==> src/hdl/ffsa_pkg.sv <==
`timescale 1ns / 1ps
package ffsa_pkg;

    localparam int PID_W      = 16;
    localparam int SIZE_W     = 21;
    localparam int GADDR_W    = 20;
    localparam int BASE_W     = 20;
    localparam int LEN_W      = 21;
    localparam int CFG_IDX_W  = 4;
    localparam int CFG_DATA_W = 21;
    localparam int ADDR_BITS  = GADDR_W;
    localparam int PID_BITS   = PID_W;

    localparam logic [BASE_W-1:0] BASE_RESET = '0;
    localparam logic [LEN_W-1:0]  LEN_RESET  = 21'd1048576;

    typedef enum logic [CFG_IDX_W-1:0] {
        CFG_REGION_BASE   = 4'd0,
        CFG_REGION_LENGTH = 4'd1
    } t_cfg_reg;

    typedef enum logic [1:0] {
        STAT_OK    = 2'd0,
        STAT_NOFIT = 2'd1,
        STAT_BAD   = 2'd2,
        STAT_FULL  = 2'd3
    } t_status;

    typedef enum logic {
        ALU_ADD = 1'b0,
        ALU_SUB = 1'b1
    } t_alu_op;

    typedef enum logic [3:0] {
        ST_INIT,
        ST_IDLE,
        ST_FREAD,
        ST_FCHK,
        ST_FSPLIT,
        ST_FSHRD,
        ST_FSHWR,
        ST_BSTART,
        ST_BREAD,
        ST_BCHK,
        ST_BSHIFT,
        ST_BSRD,
        ST_BSWR,
        ST_BINS,
        ST_RESP
    } t_state;

    typedef struct packed {
        logic [PID_W-1:0]  proc_id;
        logic [SIZE_W-1:0] request_size;
    } t_in_item;

    typedef struct packed {
        t_status            status;
        logic [GADDR_W-1:0] granted_address;
    } t_out_item;

endpackage

==> src/hdl/ffsa_alu.sv <==
`timescale 1ns / 1ps
module ffsa_alu #(
    parameter int W = 21
) (
    input  ffsa_pkg::t_alu_op i_op,
    input  logic [W-1:0]      i_a,
    input  logic [W-1:0]      i_b,
    output logic [W-1:0]      o_res,
    output logic              o_borrow
);
    import ffsa_pkg::*;

    logic [W:0] sum;

    // carry out on add, borrow on subtract (a < b)
    always_comb begin
        unique case (i_op)
            ALU_ADD: sum = {1'b0, i_a} + {1'b0, i_b};
            ALU_SUB: sum = {1'b0, i_a} - {1'b0, i_b};
            default: sum = '0;
        endcase
    end

    assign o_res    = sum[W-1:0];
    assign o_borrow = sum[W];

endmodule

==> src/hdl/ffsa_tables.sv <==
`timescale 1ns / 1ps
module ffsa_tables #(
    parameter int FREE_SLOTS = 16,
    parameter int BUSY_SLOTS = 16,
    parameter int FREE_W     = 41,
    parameter int BUSY_W     = 57
) (
    input  logic                          i_clk,
    input  logic                          i_free_we,
    input  logic [$clog2(FREE_SLOTS)-1:0] i_free_waddr,
    input  logic [FREE_W-1:0]             i_free_wdata,
    input  logic [$clog2(FREE_SLOTS)-1:0] i_free_raddr,
    output logic [FREE_W-1:0]             o_free_rdata,
    input  logic                          i_busy_we,
    input  logic [$clog2(BUSY_SLOTS)-1:0] i_busy_waddr,
    input  logic [BUSY_W-1:0]             i_busy_wdata,
    input  logic [$clog2(BUSY_SLOTS)-1:0] i_busy_raddr,
    output logic [BUSY_W-1:0]             o_busy_rdata
);

    logic [FREE_W-1:0] free_mem [FREE_SLOTS];
    logic [BUSY_W-1:0] busy_mem [BUSY_SLOTS];

    always_ff @(posedge i_clk) begin
        if (i_free_we) begin
            free_mem[i_free_waddr] <= i_free_wdata;
        end
        o_free_rdata <= free_mem[i_free_raddr];
    end

    always_ff @(posedge i_clk) begin
        if (i_busy_we) begin
            busy_mem[i_busy_waddr] <= i_busy_wdata;
        end
        o_busy_rdata <= busy_mem[i_busy_raddr];
    end

endmodule

==> src/hdl/first_fit_segment_allocator.sv <==
`timescale 1ns / 1ps
// Rejected requests and requests that meet an empty free table go straight to the result.
//   Others scan the free table; no fit ends the scan with a result, else the fitting entry is
//   split or removed, the occupied table is searched and shifted, and the new entry inserted.
// One request at a time; each table entry visited passes through the
//   single subtract/add unit and the registered table read ports.
// Reset (synchronous, active low) and any region write pass through a state that loads the free head.
module first_fit_segment_allocator #(
    parameter int FREE_SLOTS = 16,
    parameter int BUSY_SLOTS = 16
) (
    input  logic                                i_clk,
    input  logic                                i_rst_n,
    input  logic                                i_in_valid,
    output logic                                o_in_ready,
    input  ffsa_pkg::t_in_item                  i_in_data,
    output logic                                o_out_valid,
    input  logic                                i_out_ready,
    output ffsa_pkg::t_out_item                 o_out_data,
    input  logic                                i_cfg_valid,
    output logic                                o_cfg_ready,
    input  logic [ffsa_pkg::CFG_IDX_W-1:0]      i_cfg_index,
    input  logic [ffsa_pkg::CFG_DATA_W-1:0]     i_cfg_data
);
    import ffsa_pkg::*;

    localparam int FI  = $clog2(FREE_SLOTS);
    localparam int BI  = $clog2(BUSY_SLOTS);
    localparam int FCW = $clog2(FREE_SLOTS + 1);
    localparam int BCW = $clog2(BUSY_SLOTS + 1);
    localparam int SW  = ADDR_BITS + 1;
    localparam int CW  = (SW > SIZE_W) ? SW : SIZE_W;
    localparam logic [SW-1:0] SPACE = {1'b1, {ADDR_BITS{1'b0}}};

    typedef struct packed {
        logic [ADDR_BITS-1:0] addr;
        logic [SW-1:0]        size;
    } t_free_ent;

    typedef struct packed {
        logic [PID_BITS-1:0]  pid;
        logic [ADDR_BITS-1:0] addr;
        logic [SIZE_W-1:0]    size;
    } t_busy_ent;

    localparam int FREE_W = $bits(t_free_ent);
    localparam int BUSY_W = $bits(t_busy_ent);

    t_state               r_state, n_state;
    logic [BASE_W-1:0]    r_base, n_base;
    logic [LEN_W-1:0]     r_len, n_len;
    logic [FCW-1:0]       r_fcount, n_fcount;
    logic [BCW-1:0]       r_bcount, n_bcount;
    logic [FI-1:0]        r_idx, n_idx;
    logic [BI-1:0]        r_bidx, n_bidx;
    logic [BI-1:0]        r_sh, n_sh;
    logic [PID_BITS-1:0]  r_pid, n_pid;
    logic [SIZE_W-1:0]    r_size, n_size;
    logic [ADDR_BITS-1:0] r_addr, n_addr;
    logic [SW-1:0]        r_diff, n_diff;
    t_status              r_status, n_status;
    logic                 r_out_valid, n_out_valid;
    t_out_item            r_out, n_out;

    logic                 in_acc, cfg_hit, bad_in, bfull, out_go;
    logic [PID_BITS-1:0]  pid_in;
    logic [FCW-1:0]       fidx_next;
    logic [BCW-1:0]       bidx_next;
    logic [ADDR_BITS-1:0] base_eff;
    logic [SW-1:0]        room, len_eff;
    logic [CW-1:0]        len_ext;

    t_alu_op              alu_op;
    logic [CW-1:0]        alu_a, alu_b, alu_res;
    logic                 alu_borrow;

    logic                 free_we, busy_we;
    logic [FI-1:0]        free_waddr, free_raddr;
    logic [BI-1:0]        busy_waddr, busy_raddr;
    t_free_ent            free_wdata, frd;
    t_busy_ent            busy_wdata, brd;
    logic [FREE_W-1:0]    free_rdata;
    logic [BUSY_W-1:0]    busy_rdata;

    // hold requests while a register write is offered
    assign o_in_ready  = (r_state == ST_IDLE) && !i_cfg_valid;
    assign o_cfg_ready = 1'b1;
    assign o_out_valid = r_out_valid;
    assign o_out_data  = r_out;

    assign in_acc  = i_in_valid && o_in_ready;
    assign cfg_hit = i_cfg_valid && (i_cfg_index == CFG_REGION_BASE ||
                                     i_cfg_index == CFG_REGION_LENGTH);
    assign pid_in  = PID_BITS'(i_in_data.proc_id);
    assign bad_in  = (pid_in == '0) || (i_in_data.request_size == '0);
    assign bfull   = (r_bcount == BCW'(BUSY_SLOTS));
    assign out_go  = !r_out_valid || i_out_ready;

    assign fidx_next = FCW'(r_idx) + FCW'(1);
    assign bidx_next = BCW'(r_bidx) + BCW'(1);

    // clip the region so it does not extend past the top of the address space
    assign base_eff = ADDR_BITS'(r_base);
    assign room     = SPACE - {1'b0, base_eff};
    assign len_ext  = CW'(r_len);
    assign len_eff  = (len_ext > CW'(room)) ? room : SW'(len_ext);

    assign frd = t_free_ent'(free_rdata);
    assign brd = t_busy_ent'(busy_rdata);

    ffsa_alu #(.W(CW)) u_alu (
        .i_op     (alu_op),
        .i_a      (alu_a),
        .i_b      (alu_b),
        .o_res    (alu_res),
        .o_borrow (alu_borrow)
    );

    ffsa_tables #(
        .FREE_SLOTS (FREE_SLOTS),
        .BUSY_SLOTS (BUSY_SLOTS),
        .FREE_W     (FREE_W),
        .BUSY_W     (BUSY_W)
    ) u_tables (
        .i_clk        (i_clk),
        .i_free_we    (free_we),
        .i_free_waddr (free_waddr),
        .i_free_wdata (free_wdata),
        .i_free_raddr (free_raddr),
        .o_free_rdata (free_rdata),
        .i_busy_we    (busy_we),
        .i_busy_waddr (busy_waddr),
        .i_busy_wdata (busy_wdata),
        .i_busy_raddr (busy_raddr),
        .o_busy_rdata (busy_rdata)
    );

    // next state
    always_comb begin
        n_state = r_state;
        unique case (r_state)
            ST_INIT: n_state = ST_IDLE;
            ST_IDLE: begin
                if (in_acc) begin
                    n_state = (bad_in || bfull || r_fcount == '0) ? ST_RESP : ST_FREAD;
                end
            end
            ST_FREAD: n_state = ST_FCHK;
            ST_FCHK: begin
                if (!alu_borrow) begin
                    if (alu_res != '0) begin
                        n_state = ST_FSPLIT;
                    end else begin
                        n_state = (fidx_next < r_fcount) ? ST_FSHRD : ST_BSTART;
                    end
                end else begin
                    n_state = (fidx_next == r_fcount) ? ST_RESP : ST_FREAD;
                end
            end
            ST_FSPLIT: n_state = ST_BSTART;
            ST_FSHRD:  n_state = ST_FSHWR;
            // the count has already dropped by one here
            ST_FSHWR:  n_state = (fidx_next < r_fcount) ? ST_FSHRD : ST_BSTART;
            ST_BSTART: n_state = (r_bcount == '0) ? ST_BSHIFT : ST_BREAD;
            ST_BREAD:  n_state = ST_BCHK;
            ST_BCHK: begin
                if (alu_borrow && bidx_next != r_bcount) begin
                    n_state = ST_BREAD;
                end else begin
                    n_state = ST_BSHIFT;
                end
            end
            ST_BSHIFT: n_state = (BCW'(r_bidx) < r_bcount) ? ST_BSRD : ST_BINS;
            ST_BSRD:   n_state = ST_BSWR;
            ST_BSWR:   n_state = ((r_sh - BI'(1)) > r_bidx) ? ST_BSRD : ST_BINS;
            ST_BINS:   n_state = ST_RESP;
            ST_RESP:   n_state = out_go ? ST_IDLE : ST_RESP;
            default:   n_state = ST_INIT;
        endcase
        if (cfg_hit) begin
            n_state = ST_INIT;
        end
    end

    // shared unit and table controls
    always_comb begin
        alu_op     = ALU_SUB;
        alu_a      = CW'(frd.size);
        alu_b      = CW'(r_size);
        free_we    = 1'b0;
        free_waddr = r_idx;
        free_wdata = frd;
        free_raddr = r_idx;
        busy_we    = 1'b0;
        busy_waddr = r_sh;
        busy_wdata = brd;
        busy_raddr = r_bidx;
        unique case (r_state)
            ST_INIT: begin
                free_we    = 1'b1;
                free_waddr = '0;
                free_wdata = '{addr: base_eff, size: len_eff};
            end
            ST_FSPLIT: begin
                alu_op     = ALU_ADD;
                alu_a      = CW'(r_addr);
                alu_b      = CW'(r_size);
                free_we    = 1'b1;
                free_wdata = '{addr: ADDR_BITS'(alu_res), size: r_diff};
            end
            ST_FSHRD: free_raddr = r_idx + FI'(1);
            ST_FSHWR: free_we = 1'b1;
            ST_BCHK: begin
                alu_a = CW'(brd.addr);
                alu_b = CW'(r_addr);
            end
            ST_BSRD: busy_raddr = r_sh - BI'(1);
            ST_BSWR: busy_we = 1'b1;
            ST_BINS: begin
                busy_we    = 1'b1;
                busy_waddr = r_bidx;
                busy_wdata = '{pid: r_pid, addr: r_addr, size: r_size};
            end
            default: ;
        endcase
    end

    // datapath and counters
    always_comb begin
        n_base      = r_base;
        n_len       = r_len;
        n_fcount    = r_fcount;
        n_bcount    = r_bcount;
        n_idx       = r_idx;
        n_bidx      = r_bidx;
        n_sh        = r_sh;
        n_pid       = r_pid;
        n_size      = r_size;
        n_addr      = r_addr;
        n_diff      = r_diff;
        n_status    = r_status;
        n_out       = r_out;
        n_out_valid = r_out_valid;
        if (r_out_valid && i_out_ready) begin
            n_out_valid = 1'b0;
        end
        unique case (r_state)
            ST_INIT: begin
                n_fcount = (len_eff != '0) ? FCW'(1) : '0;
                n_bcount = '0;
            end
            ST_IDLE: begin
                if (in_acc) begin
                    n_pid  = pid_in;
                    n_size = i_in_data.request_size;
                    n_idx  = '0;
                    priority if (bad_in) begin
                        n_status = STAT_BAD;
                    end else if (bfull) begin
                        n_status = STAT_FULL;
                    end else begin
                        n_status = STAT_NOFIT;
                    end
                end
            end
            ST_FCHK: begin
                if (!alu_borrow) begin
                    n_addr = frd.addr;
                    n_diff = SW'(alu_res);
                    if (alu_res == '0) begin
                        n_fcount = r_fcount - FCW'(1);
                    end
                end else if (fidx_next != r_fcount) begin
                    n_idx = r_idx + FI'(1);
                end
            end
            ST_FSHWR:  n_idx = r_idx + FI'(1);
            ST_BSTART: n_bidx = '0;
            ST_BCHK: begin
                if (alu_borrow) begin
                    n_bidx = r_bidx + BI'(1);
                end
            end
            ST_BSHIFT: n_sh = BI'(r_bcount);
            ST_BSWR:   n_sh = r_sh - BI'(1);
            ST_BINS: begin
                n_bcount = r_bcount + BCW'(1);
                n_status = STAT_OK;
            end
            ST_RESP: begin
                if (out_go) begin
                    n_out_valid = 1'b1;
                    n_out.status = r_status;
                    n_out.granted_address = (r_status == STAT_OK) ? GADDR_W'(r_addr) : '0;
                end
            end
            default: ;
        endcase
        if (i_cfg_valid && i_cfg_index == CFG_REGION_BASE) begin
            n_base = i_cfg_data[BASE_W-1:0];
        end
        if (i_cfg_valid && i_cfg_index == CFG_REGION_LENGTH) begin
            n_len = i_cfg_data[LEN_W-1:0];
        end
    end

    always_ff @(posedge i_clk) begin
        if (!i_rst_n) begin
            r_state     <= ST_INIT;
            r_base      <= BASE_RESET;
            r_len       <= LEN_RESET;
            r_fcount    <= '0;
            r_bcount    <= '0;
            r_out_valid <= 1'b0;
        end else begin
            r_state     <= n_state;
            r_base      <= n_base;
            r_len       <= n_len;
            r_fcount    <= n_fcount;
            r_bcount    <= n_bcount;
            r_out_valid <= n_out_valid;
        end
    end

    always_ff @(posedge i_clk) begin
        r_idx    <= n_idx;
        r_bidx   <= n_bidx;
        r_sh     <= n_sh;
        r_pid    <= n_pid;
        r_size   <= n_size;
        r_addr   <= n_addr;
        r_diff   <= n_diff;
        r_status <= n_status;
        r_out    <= n_out;
    end

`ifndef SYNTH
    a_counts_bounded: assert property (@(posedge i_clk) disable iff (!i_rst_n)
        (r_fcount <= FCW'(FREE_SLOTS)) && (r_bcount <= BCW'(BUSY_SLOTS)))
        else $error("table count out of range");

    a_leave_idle: assert property (@(posedge i_clk) disable iff (!i_rst_n)
        (in_acc && !cfg_hit) |=> (r_state != ST_IDLE))
        else $error("accepted request did not start");

    a_insert_counts: assert property (@(posedge i_clk) disable iff (!i_rst_n)
        (r_state == ST_BINS && !cfg_hit) |=> (r_bcount == $past(r_bcount) + 1'b1))
        else $error("occupied count not advanced on insert");

    a_fail_zero_addr: assert property (@(posedge i_clk) disable iff (!i_rst_n)
        (r_out_valid && r_out.status != STAT_OK) |-> (r_out.granted_address == '0))
        else $error("failed request carries an address");

    a_free_no_grow: assert property (@(posedge i_clk) disable iff (!i_rst_n)
        (r_state != ST_INIT) |=> (r_fcount <= $past(r_fcount)))
        else $error("free count grew outside init");
`endif

endmodule
==> config.mk <==
export PLATFORM = sky130hd
export DESIGN_NAME = first_fit_segment_allocator
export DESIGN_NICKNAME = d
export VERILOG_FILES = /design/src/hdl/ffsa_pkg.sv /design/src/hdl/ffsa_alu.sv /design/src/hdl/ffsa_tables.sv /design/src/hdl/first_fit_segment_allocator.sv
export SDC_FILE = /design/constraint.sdc
export NUM_CORES = 2
export LEC_CHECK = 0
export ABC_AREA = 0
export CELL_PAD_IN_SITES_DETAIL_PLACEMENT = 1
export CELL_PAD_IN_SITES_GLOBAL_PLACEMENT = 1
export CORE_MARGIN = 2
export CORE_UTILIZATION = 59
export CTS_CLUSTER_DIAMETER = 100
export CTS_CLUSTER_SIZE = 8
export DETAILED_ROUTE_END_ITERATION = 10
export DONT_BUFFER_PORTS = 1
export PLACE_DENSITY_LB_ADDON = 0.1
export SETUP_SLACK_MARGIN = 0.15
export SYNTH_ARGS = -nofsm -noshare
export SYNTH_HDL_FRONTEND = slang
export SYNTH_SLANG_ARGS = --single-unit
==> constraint.sdc <==
create_clock -name i_clk -period 12.53 [get_ports i_clk]
set_clock_uncertainty 0.1 [all_clocks]
set_input_delay 3.759 -clock i_clk [delete_from_list [all_inputs] [get_ports i_clk]]
set_output_delay 3.759 -clock i_clk [all_outputs]
set_load 0.005 [all_outputs]
* Word-level counts from Yosys, hierarchy flattened
Memories as Yosys holds them, arrays and structs flattened. A register that Yosys moved wholly into a read port is not among the register bits.
Index checks and enable logic that the tools add are counted.
** Word-level totals
- Flip-flop bits (word level) :: 170
- Latch bits :: 0
- Memory bits (writable) :: 1568
- Memory bits (read-only) :: 0
- Input bits :: 67
- Output and inout port bits :: 25
- Word-level logic and storage cells :: 147
- Memories kept :: 2
** Cells by class
- Add/sub/neg operators :: 10
- Multipliers :: 0
- Div/mod/pow operators :: 0
- $lt $le $gt $ge :: 4
- Equality and inequality tests :: 25
- Shift-type cells :: 0
- Muxes and demuxes :: 48
- Bitwise gates (word level) :: 2
- Reductions and logical operators :: 40
** Memories
- u_tables.busy_mem :: words 16, bits a word 57, rd ports 1, clocked after Yosys merged registers in 1, wr ports 1, line ffsa_tables.sv:22 : logic [BUSY_W-1:0] busy_mem [BUSY_SLOTS];
- u_tables.free_mem :: words 16, bits a word 41, rd ports 1, clocked after Yosys merged registers in 1, wr ports 1, line ffsa_tables.sv:21 : logic [FREE_W-1:0] free_mem [FREE_SLOTS];
** Operators with widths (number)
- $pmux W41 S2 :: 1
- $pmux W4 S15 :: 1
- $mux W57 :: 1
- $mux W4 :: 13
- $pmux W22 S2 :: 1
- $logic_not A21 Y1 :: 2
- $mux W21 :: 2
- $pmux W21 S2 :: 1
- $reduce_bool A21 Y1 :: 2
- $eq A4 B4 Y1 const B :: 7
- $add A21 B21 Y22 :: 1
- $sub A21 B21 Y22 :: 1
- $gt A21 B21 Y1 :: 1
- $sub A21 B20 Y21 const A :: 1
- $pmux W5 S2 :: 2
- $eq A4 B3 Y1 const B :: 4
- $logic_not A16 Y1 :: 1
- $pmux W4 S2 :: 2
- $mux W2 :: 7
- $pmux W4 S3 :: 1
- $mux W1 :: 11
- $add A4 B1 Y5 const B :: 2
- $logic_not A5 Y1 :: 2
- $mux W5 :: 2
- other kinds (29) :: 60

* Logic depth before layout (Yosys ltp)
- Depth after elaboration :: 8
- Gate-level depth with buffers :: 26
- Gate-level depth less buffers :: 21

* Hierarchy
Synthesis repeated with hierarchy kept, for this count alone.
** Second synthesis, totals
- Cell total of the unflattened synthesis :: 4013
- Area total of the unflattened synthesis :: 72623.4 µm²
** By module, submodules not included
- ffsa_tables :: times used 1, cells an instance 2536, area an instance 60599.4 µm², seq. area each 49047.0 µm²
- first_fit_segment_allocator :: times used 1, cells an instance 1235, area an instance 10375.0 µm², seq. area each 4544.4 µm²
- ffsa_alu :: times used 1, cells an instance 242, area an instance 1649.1 µm², seq. area each 0.0 µm²

* Least setup slack after synthesis
OpenSTA, ideal clock, no wires.
- Kind :: input -> output
- Start point :: input port i_cfg_valid
- End point :: output port o_in_ready
- Arrival time :: 4.095 ns
- Slack :: 4.576 ns
- Stages :: 1
- Cell sequence :: nor4_1
** Between the ends
- Word-level cells in the longest chain between the ends :: 2
** RTL lines
- start: declaration :: line first_fit_segment_allocator.sv:20 : input logic i_cfg_valid,
- $logic_not A1 Y1 :: line first_fit_segment_allocator.sv:86 : assign o_in_ready = (r_state == ST_IDLE) && !i_cfg_valid;
- $logic_and A1 B1 Y1 :: line first_fit_segment_allocator.sv:86
- end: declaration :: line first_fit_segment_allocator.sv:15 : output logic o_in_ready,
Every way passes these cells.

* Worst setup path after layout
Ends and elaborated chain as after synthesis.

==> impl_metrics.yaml <==
logic_synthesis:
  seq_area_frac_synth: 0.694
  synth_area_um2: 49900
  synthArstFlopShare: 0
  syn-instance-count: 3189
  synth_edf_count: 1074
  ys_types: 85
  yosysTopAreaCell: "edfxtp_1"
  synth_warnings: 0
  synth_nets: 3321
  yosysTopAreaCellShare: 0.647
  syn_avg_cell_area_um2: 15.6
  ys_ff_latch: 1191
  synth_ff_type: "edfxtp_1"
  ys_top_cells_by_area: "edfxtp_1, mux4_2, dfxtp_1"
clocking:
  cts.sinks: 1191
  cts_max_path_buffers: 3
  clkTransAtPathRegs_ns: 0.05
  cts_resized: 0
  cts_tree: "yes"
  h-tree-depth: 4
  cts_hold_buf: 0
  cts_buffers: 167
  cts_setup_buffers: 0
  clkLatencyLatePin_ns: 0.79
  clockRootBuffer: "clkbuf_16"
min_path:
  holdPathEnd: "r_addr[1]$_DFFE_PP_"
  holdCritPathClass: "reg -> reg"
  whs_path_depth: 0
  hp-start: "u_tables.o_free_rdata[22]$_DFF_P_"
route:
  first_pass_iters: 6
  drc_errors: 0
  wl_per_cell_um: 34.3
  drt_iter0_drc: 3196
  num_vias: 30756
  final_antenna_net_count: 0
  drt_wl_total_um: 154000
  avgViaCountPerCell: 6.83
timing:
  finalSetupViolCount: 0
  post-route-period-util: 0.650
  hold_viol: 0
  timing.fmax_mhz: 123
  maxSlewHeadroom: 0.121
  fin_setup_tns_ns: 0
  period_minus_slack_ns: 8.14
  tightest_slew_ns: 1.32
  rsz0062_at_grt: "false"
  drv_slew: 0
global_route:
  grt_pass1_vias: 32374
  grt.overflow.total: 0
  grt_use_total: 0.362
  antenna_found_initial: 1
  grt_pass1_wl_um: 223000
  grt_max_degree: 201
setup_path:
  end_kind: "output port"
  cp_slowest_cell: "nor4_1"
  r2r_end: "r_idx[2]$_SDFFCE_PN0P_"
  worstRegToRegCells: 20
  critPathMaxFanout: 4
  regToRegSetupSlack_ns: 5.16
  crit_buf_inv: 0
  r2r_start: "r_state[3]$_SDFFE_PP0N_"
  path_cells: "nor4_1"
  cp-start-kind: "input pin"
  slowest_delay_ns: 0.52
  path_delay_family: "simple AND/OR/NAND/NOR gates"
  required_ns: 8.67
  arrival_ns: 4.28
  path_class: "in -> out"
placed_design:
  numPortBuffers: 0
  dp_hpwl_um: 84200
  placed_cells: 4203
  place.gp.congestion: 0.919
floorplanning:
  chipWidth_um: 295
  rows: 106
  die_h_um: 295
  core_area_um2: 83700
  die_area_um2: 86900
  start_util: 0.596
  io_pins: 92
run_status:
  outcome: "completed"
cells_and_area:
  drive_above_1_share: 0.159
  fin_cells: 4500
  diodes: 0
  synthToLayoutAreaGrowth_pct: 13.1
  nets: 3371
flow_run:
  drv_cap: 0
power:
  powerDensity_nw_per_um2: 248
  ir_drop_mv: 0.173
  power.leakage_nw: 18.6
## sequential cells by signal, indices dropped and copies added, names as in the netlist
signal and cells:
r_bcount 5, base_eff 20, r_bidx 4, r_idx 4, u_tables.o_free_rdata 41, r_size 21
r_diff 21, u_tables.free_mem 656, u_tables.busy_mem 320, o_out_valid 1, r_sh 4, r_fcount 5
r_state 4, r_addr 20, len_ext 21, u_tables.o_busy_rdata 20, r_status 2, o_out_data 22
## per-stage QoR
step	util	cell area [um2]	setup WS [ns]	power (mW)	hold slack, ns
global placement	0.614	51400	4.50	9.33	0.321
CTS	0.674	56400	4.39	14.0	0.331
floorplan	-	49900	4.58	8.11	0.307
detailed placement	0.614	51400	4.50	9.52	0.319
global route	0.674	56400	4.36	14.5	0.360
finish	0.674	56400	4.39	14.0	0.335
## cell usage after synthesis (all sizes together), types with 9 or more instances
cell type / number
a21o: 9
nand3: 31
a211oi: 152
nor2b: 53
o21ai: 63
mux2i: 87
nor4: 31
nand2: 329
edfxtp: 1074
ha: 64
nor3: 45
a222oi: 9
mux4: 205
a31oi: 50
or4: 9
buf: 55
and3: 9
inv: 73
or3: 9
o21a: 11
nand2b: 14
dfxtp: 117
nand4: 14
a21oi: 145
clkbuf: 135
xor2: 23
nor2: 122
and2: 68
xnor2: 36
a22oi: 50
## layout by cell type, fill, tap and decap left out, types with 72 or more instances in the layout
| cell type | n |
|---|---|
| edfxtp_1 | 1074 |
| nand2_1 | 329 |
| mux4_2 | 205 |
| clkbuf_16 | 167 |
| a211oi_1 | 151 |
| a21oi_1 | 139 |
| dfxtp_1 | 117 |
| clkbuf_1 | 112 |
| nor2_1 | 87 |
| mux2i_1 | 86 |
| inv_1 | 72 |
## per-layer routing
layer / part of all wire / global-route usage / wire (um)
met1: 0.37 / 0.465 / 57500
met2: 0.50 / 0.605 / 77500
met3: 0.079 / 0.0612 / 12100
met4: 0.046 / 0.171 / 7120
met5: 0.00012 / 0 / 18
## final cells by class
| class | instances | area [um2] |
|---|---|---|
| fillers | 7088 | 27300 |
| multi-input cells | 1735 | 14600 |
| flip-flops and latches | 1191 | 34600 |
| inverters | 73 | 274 |
| well taps | 1134 | 1420 |
| repair buffers | 71 | 549 |
| clock inverters | 17 | 413 |
| clock buffers | 279 | 4600 |
## cell families (layout without fill, tap and decap cells)
logic type,count (synthesis),count (layout),share of synthesized area
AO/OA/AOI/OAI,550,550,0.0737
XOR/XNOR,59,59,0.0105
adder cells (fa/ha/maj),65,65,0.0165
buffers and inverters,263,440,0.0213
flip-flops,1191,1191,0.694
multiplexers,296,296,0.111
other,1,1,0.0000752
AND/OR/NAND/NOR,764,764,0.0734
## worst max-delay path by stage
| stage | startpoint | to | slack, ns | depth (start not counted) |
|---|---|---|---|---|
| after CTS | i_cfg_valid | o_in_ready | 4.39 | 1 |
| after global placement | i_cfg_valid | o_in_ready | 4.50 | 1 |
| after detailed placement | i_cfg_valid | o_in_ready | 4.50 | 1 |
| after global routing | i_cfg_valid | o_in_ready | 4.36 | 1 |
| after floorplan | i_cfg_valid | o_in_ready | 4.58 | 1 |
| final | i_cfg_valid | o_in_ready | 4.39 | 1 |
## power breakdown
group | switching (mW) | internal (mW)
registers | 0.307 | 5.29
logic | 2.68 | 1.37
clock network | 1.82 | 2.54
Note: power is estimated with default switching activity, not from simulation.
